===== config.mk =====
export PLATFORM = sky130hd
export DESIGN_NAME = circular_deque
export DESIGN_NICKNAME = d
export VERILOG_FILES = /design/src/rtl/cd_pkg.sv /design/src/rtl/cd_cell.sv /design/src/rtl/circular_deque.sv
export SDC_FILE = /design/constraint.sdc
export NUM_CORES = 1
export LEC_CHECK = 0
export ABC_AREA = 0
export BUFFER_PORTS_ARGS = -buffer_cell sky130_fd_sc_hd__clkbuf_2
export CORE_MARGIN = 5
export CORE_UTILIZATION = 61
export DETAILED_ROUTE_END_ITERATION = 6
export GPL_TIMING_DRIVEN = 0
export PLACE_DENSITY = 0.79
export SYNTH_ARGS = -nofsm -noshare
export SYNTH_HDL_FRONTEND = slang
export SYNTH_SLANG_ARGS = --single-unit

===== constraint.sdc =====
create_clock -name aclk -period 5.19 [get_ports aclk]
set_input_delay 0.2595 -clock aclk [delete_from_list [all_inputs] [get_ports aclk]]
set_output_delay 0.2595 -clock aclk [all_outputs]
set_load 0.05 [all_outputs]

===== src/rtl/cd_pkg.sv =====
// Package for the circular deque: request and status codes,
// and the control group that the top level sends to every cell.
// No dependencies.
package cd_pkg;

    localparam int DATA_W = 32;
    localparam int REQ_W  = 2;
    localparam int STAT_W = 2;

    localparam logic [REQ_W-1:0] REQ_PUSH_BACK  = 2'd0;
    localparam logic [REQ_W-1:0] REQ_PUSH_FRONT = 2'd1;
    localparam logic [REQ_W-1:0] REQ_POP_FRONT  = 2'd2;
    localparam logic [REQ_W-1:0] REQ_POP_BACK   = 2'd3;

    localparam logic [STAT_W-1:0] ST_OK        = 2'd0;
    localparam logic [STAT_W-1:0] ST_OVERFLOW  = 2'd1;
    localparam logic [STAT_W-1:0] ST_UNDERFLOW = 2'd2;

    typedef struct packed {
        logic push_front;
        logic push_back;
        logic pop_front;
        logic pop_back;
    } cell_ctrl_t;

endpackage


===== src/rtl/cd_cell.sv =====
// One storage cell of the deque row: a word and an occupied flag.
// Takes data from its neighbours on front shifts. Depends on cd_pkg.
module cd_cell
    import cd_pkg::*;
(
    input  logic                     aclk,
    input  logic                     aresetn,
    input  cell_ctrl_t               ctrl,
    input  logic signed [DATA_W-1:0] push_value,
    input  logic signed [DATA_W-1:0] left_data,
    input  logic                     left_occ,
    input  logic signed [DATA_W-1:0] right_data,
    input  logic                     right_occ,
    output logic signed [DATA_W-1:0] data,
    output logic                     occ,
    output logic signed [DATA_W-1:0] tail_tap
);

    logic signed [DATA_W-1:0] data_reg, data_next;
    logic                     occ_reg, occ_next;
    logic                     is_tail;
    logic                     is_first_free;

    assign is_tail       = occ_reg && !right_occ;
    assign is_first_free = !occ_reg && left_occ;

    always_comb begin
        data_next = data_reg;
        occ_next  = occ_reg;
        if (ctrl.push_front) begin
            data_next = left_data;
            occ_next  = left_occ;
        end else if (ctrl.pop_front) begin
            data_next = right_data;
            occ_next  = right_occ;
        end else if (ctrl.push_back && is_first_free) begin
            data_next = push_value;
            occ_next  = 1'b1;
        end else if (ctrl.pop_back && is_tail) begin
            occ_next  = 1'b0;
        end
    end

    always_ff @(posedge aclk) begin
        if (!aresetn) begin
            occ_reg <= 1'b0;
        end else begin
            occ_reg <= occ_next;
        end
    end

    always_ff @(posedge aclk) begin
        data_reg <= data_next;
    end

    assign data     = data_reg;
    assign occ      = occ_reg;
    assign tail_tap = is_tail ? data_reg : '0;

endmodule


===== src/rtl/circular_deque.sv =====
// Channel   Ports            Payload
// input     s_t*             tdata: push_value[31:0]; tuser: req_type[1:0]
// result    m_t*             tdata: pop_value[31:0];  tuser: status[1:0]
//
// Top level of the double-ended queue: a row of DEPTH cd_cell instances,
// front at cell 0, occupied cells packed from cell 0 up. Depends on cd_pkg.
// One item per cycle while m_tready allows; result registered, valid in the cycle after acceptance.
// s_tready is high while the result register is empty or being taken.
// Reset (aresetn low, synchronous) empties the row; data words are not cleared.
// Pop back reads the last occupied cell through an AND-OR over the row.
module circular_deque
    import cd_pkg::*;
#(
    parameter int DEPTH = 8
)
(
    input  logic              aclk,
    input  logic              aresetn,
    input  logic              s_tvalid,
    output logic              s_tready,
    input  logic [DATA_W-1:0] s_tdata,   // push_value[31:0]
    input  logic [REQ_W-1:0]  s_tuser,   // req_type[1:0]
    output logic              m_tvalid,
    input  logic              m_tready,
    output logic [DATA_W-1:0] m_tdata,   // pop_value[31:0]
    output logic [STAT_W-1:0] m_tuser    // status[1:0]
);

    logic signed [DATA_W-1:0] cell_data [DEPTH];
    logic signed [DATA_W-1:0] cell_tap  [DEPTH];
    logic [DEPTH-1:0]         occ_vec;
    logic signed [DATA_W-1:0] back_value;
    logic signed [DATA_W-1:0] push_value;
    cell_ctrl_t               ctrl;
    logic                     accept;
    logic                     is_full;
    logic                     is_empty;

    logic                     m_valid_reg, m_valid_next;
    logic signed [DATA_W-1:0] m_data_reg, m_data_next;
    logic [STAT_W-1:0]        m_user_reg, m_user_next;

    assign push_value = s_tdata;
    assign s_tready   = !m_valid_reg || m_tready;
    assign accept     = s_tvalid && s_tready;
    assign is_full    = occ_vec[DEPTH-1];
    assign is_empty   = !occ_vec[0];

    always_comb begin
        ctrl.push_front = accept && (s_tuser == REQ_PUSH_FRONT) && !is_full;
        ctrl.push_back  = accept && (s_tuser == REQ_PUSH_BACK)  && !is_full;
        ctrl.pop_front  = accept && (s_tuser == REQ_POP_FRONT)  && !is_empty;
        ctrl.pop_back   = accept && (s_tuser == REQ_POP_BACK)   && !is_empty;
    end

    genvar gi;
    generate
        for (gi = 0; gi < DEPTH; gi++) begin : g_cell
            logic signed [DATA_W-1:0] l_data, r_data;
            logic                     l_occ, r_occ;
            if (gi == 0) begin : g_first
                assign l_data = push_value;
                assign l_occ  = 1'b1;
            end else begin : g_mid_l
                assign l_data = cell_data[gi-1];
                assign l_occ  = occ_vec[gi-1];
            end
            if (gi == DEPTH-1) begin : g_last
                assign r_data = '0;
                assign r_occ  = 1'b0;
            end else begin : g_mid_r
                assign r_data = cell_data[gi+1];
                assign r_occ  = occ_vec[gi+1];
            end
            cd_cell u_cell (
                .aclk       (aclk),
                .aresetn    (aresetn),
                .ctrl       (ctrl),
                .push_value (push_value),
                .left_data  (l_data),
                .left_occ   (l_occ),
                .right_data (r_data),
                .right_occ  (r_occ),
                .data       (cell_data[gi]),
                .occ        (occ_vec[gi]),
                .tail_tap   (cell_tap[gi])
            );
        end
    endgenerate

    // only the last occupied cell drives a non-zero tap
    always_comb begin
        back_value = '0;
        for (int i = 0; i < DEPTH; i++) begin
            back_value = back_value | cell_tap[i];
        end
    end

    always_comb begin
        m_valid_next = m_valid_reg;
        m_data_next  = m_data_reg;
        m_user_next  = m_user_reg;
        if (m_valid_reg && m_tready) begin
            m_valid_next = 1'b0;
        end
        if (accept) begin
            m_valid_next = 1'b1;
            m_data_next  = '0;
            m_user_next  = ST_OK;
            case (s_tuser)
                REQ_PUSH_BACK, REQ_PUSH_FRONT: begin
                    if (is_full) begin
                        m_user_next = ST_OVERFLOW;
                    end
                end
                REQ_POP_FRONT: begin
                    if (is_empty) begin
                        m_user_next = ST_UNDERFLOW;
                    end else begin
                        m_data_next = cell_data[0];
                    end
                end
                REQ_POP_BACK: begin
                    if (is_empty) begin
                        m_user_next = ST_UNDERFLOW;
                    end else begin
                        m_data_next = back_value;
                    end
                end
                default: begin
                    m_user_next = ST_OK;
                end
            endcase
        end
    end

    always_ff @(posedge aclk) begin
        if (!aresetn) begin
            m_valid_reg <= 1'b0;
        end else begin
            m_valid_reg <= m_valid_next;
        end
    end

    always_ff @(posedge aclk) begin
        m_data_reg <= m_data_next;
        m_user_reg <= m_user_next;
    end

    assign m_tvalid = m_valid_reg;
    assign m_tdata  = m_data_reg;
    assign m_tuser  = m_user_reg;

    // occupied cells always form a run from cell 0
    a_occ_packed: assert property (@(posedge aclk) disable iff (!aresetn)
        (occ_vec & (occ_vec + 1'b1)) == '0)
        else $error("occupancy not packed from cell 0");

    a_overflow: assert property (@(posedge aclk) disable iff (!aresetn)
        (accept && is_full && (s_tuser == REQ_PUSH_BACK || s_tuser == REQ_PUSH_FRONT))
        |=> (m_tuser == ST_OVERFLOW) && $stable(occ_vec))
        else $error("push into full deque not reported or changed state");

    a_pop_shrinks: assert property (@(posedge aclk) disable iff (!aresetn)
        (ctrl.pop_front || ctrl.pop_back)
        |=> ($countones(occ_vec) + 1 == $past($countones(occ_vec))))
        else $error("pop did not remove exactly one element");

    a_push_grows: assert property (@(posedge aclk) disable iff (!aresetn)
        (ctrl.push_front || ctrl.push_back)
        |=> ($countones(occ_vec) == $past($countones(occ_vec)) + 1))
        else $error("push did not add exactly one element");

endmodule

==> results_dict.tcl <==
set metrics [dict create \
    outcome "complete, but fails checks" \
    violations "DRC" \
    worstSkewPairLatency_ns 0.56 \
    finish.net_count 1207 \
    cts_buffers 30 \
    relSlewSlack_pct 34.48 \
    worst-path-buf-inv 5 \
    grt_pass1_vias 11630 \
    hold_buffers 26 \
    power_frac_clock_pct 37.9 \
    p_sw_uw 1453 \
    stdcell_count 1478 \
    grt_pass1_wl_um 68760 \
    tightest_slew_ns 0.9828 \
    rsz0062_at_grt "false" \
    drtIter0Drc 2548 \
    antenna_found_initial 1 \
    fmax_mhz 317.6 \
    hold-worst-slack_ns 0.01673 \
    fp.coreArea_um2 22710 \
    hold_path.startpoint "s_tdata[31]" \
    ys_seq_area_share_pct 63.08 \
    max-clock-path-buffers 3 \
    startpoint "g_cell[0].u_cell.occ$_SDFFE_PN0P_" \
    drv_slew 0 \
    syn_nets 1070 \
    drt_pass1_iterations 7 \
    crit_path_max_fanout 18 \
    arrival_ns 3.41 \
    final_area_um2 16270 \
    via_count 11650 \
    cts_setup_buffers 0 \
    whs_endpoint "g_cell[0].u_cell.data[31]$_DFFE_PP_" \
    cts_sinks 299 \
    die_area_um2 26240 \
    crit_required_ns 5.45 \
    io_pins 74 \
    hpwlAfterDp_um 28620 \
    syn_inst 1032 \
    drtAntennaViolNets 0 \
    drt-total-wl_um 47010 \
    dp.cells 1396 \
    reg2reg_slack_ns 2.04 \
    worst-setup-path-type "register to register" \
    worstPathCellList "buf_4 > nand2_4 > or4b_4 > buf_6 > buf_2 > clkbuf_1 > o21ai_4 > buf_16" \
    die_h_um 162.0 \
    power_density_nw_per_um2 353.0 \
    grt_max_degree 35 \
    ys_types 40 \
    combPwrFrac_pct 11.8 \
    worst_r2r_endpoint "g_cell[0].u_cell.data[17]$_DFFE_PP_" \
    pre_cts_ws_ns 2.119 \
    setup.worst_path.start_class "register" \
    post-route-drc-count 17 \
    power.share.sequential_pct 50.3 \
    crit_path_max_incr_delay_ns 0.60 \
    intPower_uw 4291 \
    globalRouteTotalUtil_pct 34.58 \
    root_buffer "clkbuf_16" \
    finalCritPeriodShare_pct 60.67 \
    clk_pin_slew_ns 0.06 \
    fp.dieW_um 162.0 \
    cts_tree "done" \
    post-route-min-period_ns 3.149 \
    numPortBuffers 71 \
    setup_ws_ns 2.041 \
    diodes 0 \
    gp_congestion 0.9307 \
    switching_share_pct 25.29 \
    htree_levels 1 \
    hold_violations 0 \
    grt_overflow_total 0 \
    hold_path.class "input port to register" \
    skew_ns 0.01123 \
    p_leak_uw 0.006050 \
    largest_register_ffs 256 \
    rows 55 \
    viasPerCell 7.882 \
    synth_top_area_share_pct 61.81 \
    ctsResizeCount 0 \
    yosysTopAreaCell "edfxtp_1" \
    synth_area_um2 14090 \
    synthTopCellsByArea "edfxtp_1, a221o_1, a21o_1, a22oi_1, nand2_1" \
    hold_path_depth 3 \
    initial_utilization_pct 62.04 \
    wl_per_cell_um 31.81 \
    vdd.ir_drop.worst_v 0.0003602 \
    postPlaceCellArea_um2 15040 \
    ff2ff_path_depth 8 \
    area_growth_pct 15.50 \
    yosysWarnings 0 \
    end_kind "register" \
    r2r-start "g_cell[0].u_cell.occ$_SDFFE_PN0P_" \
    avgSynthCellArea_um2 13.65 \
    drive_above_1_share_pct 16.01 \
    setup_viol_count_final 0 \
    slowest_stage "or4b_4" \
    crit_family "buffers and inverters" \
    synth.ff_latch_count 299 \
    max_cap_viol_count 0 \
]
==> cells in the final DEF (no fill, tap or decap), types with 8 or more instances in the layout <==
cell type,synthesis,final
a31oi_1,34,34
a221o_1,192,192
dlygate4sd3_1,0,26
and3_1,36,36
nor2b_1,13,13
a22oi_1,64,64
clkbuf_1,81,88
buf_6,17,17
edfxtp_1,290,290
clkbuf_16,0,31
a222oi_1,32,32
buf_1,9,9
nand2_1,99,98
dfxtp_1,9,9
clkinv_2,0,9
nor2_1,8,8
a21o_1,64,64
buf_2,27,27
clkbuf_2,0,71
==> metrics by stage <==
stage	util, %	total power (µW)	setup TNS [ns]
after floorplan	-	3333	0
after global placement	65.18	3531	-168.87
after CTS	71.66	5717	0
after detailed placement	66.21	3566	0
after global routing	71.66	5879	0
final	71.66	5744	0
==> worst max path at each step <==
stage	to	slack (ns)	cells past startpoint
after floorplan	g_cell[2].u_cell.data[0]$_DFFE_PP_	1.19	4
after global routing	g_cell[0].u_cell.data[17]$_DFFE_PP_	2.03	8
after CTS	g_cell[0].u_cell.data[17]$_DFFE_PP_	2.10	8
final	g_cell[0].u_cell.data[17]$_DFFE_PP_	2.04	8
after detailed placement	g_cell[0].u_cell.data[18]$_DFFE_PP_	2.12	8
after global placement	g_cell[2].u_cell.data[12]$_DFFE_PP_	-1.62	5
==> kinds of logic after synthesis <==
logic type	Yosys count	synth area share, %
and+or+nand+nor	184	6.527
buffers and inverters	139	4.875
DFF	299	63.08
AOI/OAI and AO/OA	410	25.51
==> Yosys cell counts (all sizes together) <==
master	instances
edfxtp	290
a221o	192
nand2	100
clkbuf	81
a21o	64
a22oi	64
buf	54
and3	36
a31oi	34
a222oi	32
nor2b	13
dfxtp	9
nor2	8
o21ai	7
nand2b	5
nor4b	5
inv	4
or3	4
a211oi	3
a21oi	3
a32o	3
nand3	3
nor4	3
o221a	3
or4b	3
a221oi	2
a32oi	1
nand4	1
nand4b	1
nor3	1
o21a	1
o32ai	1
or2	1
==> worst register-to-register path, stage by stage (launching register included) <==
cell and delay, ns:
dfxtp_1 0.31, buf_4 0.17, nand2_4 0.09, or4b_4 0.60, buf_6 0.20, buf_2 0.25
clkbuf_1 0.45, o21ai_4 0.51, buf_16 0.27
==> cell type report <==
| class | count | area, µm² |
|---|---|---|
| Buffer | 135 | 671.9 |
| Inverter | 4 | 15.01 |
| Clock buffer | 41 | 843.3 |
| Tap cell | 285 | 356.6 |
| Multi-Input combinational cell | 594 | 4566 |
| Fill cell | 1537 | 6436 |
| Sequential cell | 299 | 8889 |
| Clock inverter | 15 | 133.9 |
| Timing Repair Buffer | 105 | 798.3 |
==> power groups by stage <==
stage	logic [µW]	registers, µW	clock network, µW
after floorplan	362	2970	0
after global placement	588	2940	0
after detailed placement	633	2930	0
after CTS	653	2880	2180
after global routing	698	2900	2280
final	676	2890	2180
==> metal layers <==
layer | track usage, % | part of all wire, %
met1 | 45.01 | 34
met2 | 53.71 | 45
met3 | 9.262 | 15
met4 | 18.15 | 6.1
met5 | 0.1894 | 0.028
Power figures use the tool's default switching activity.
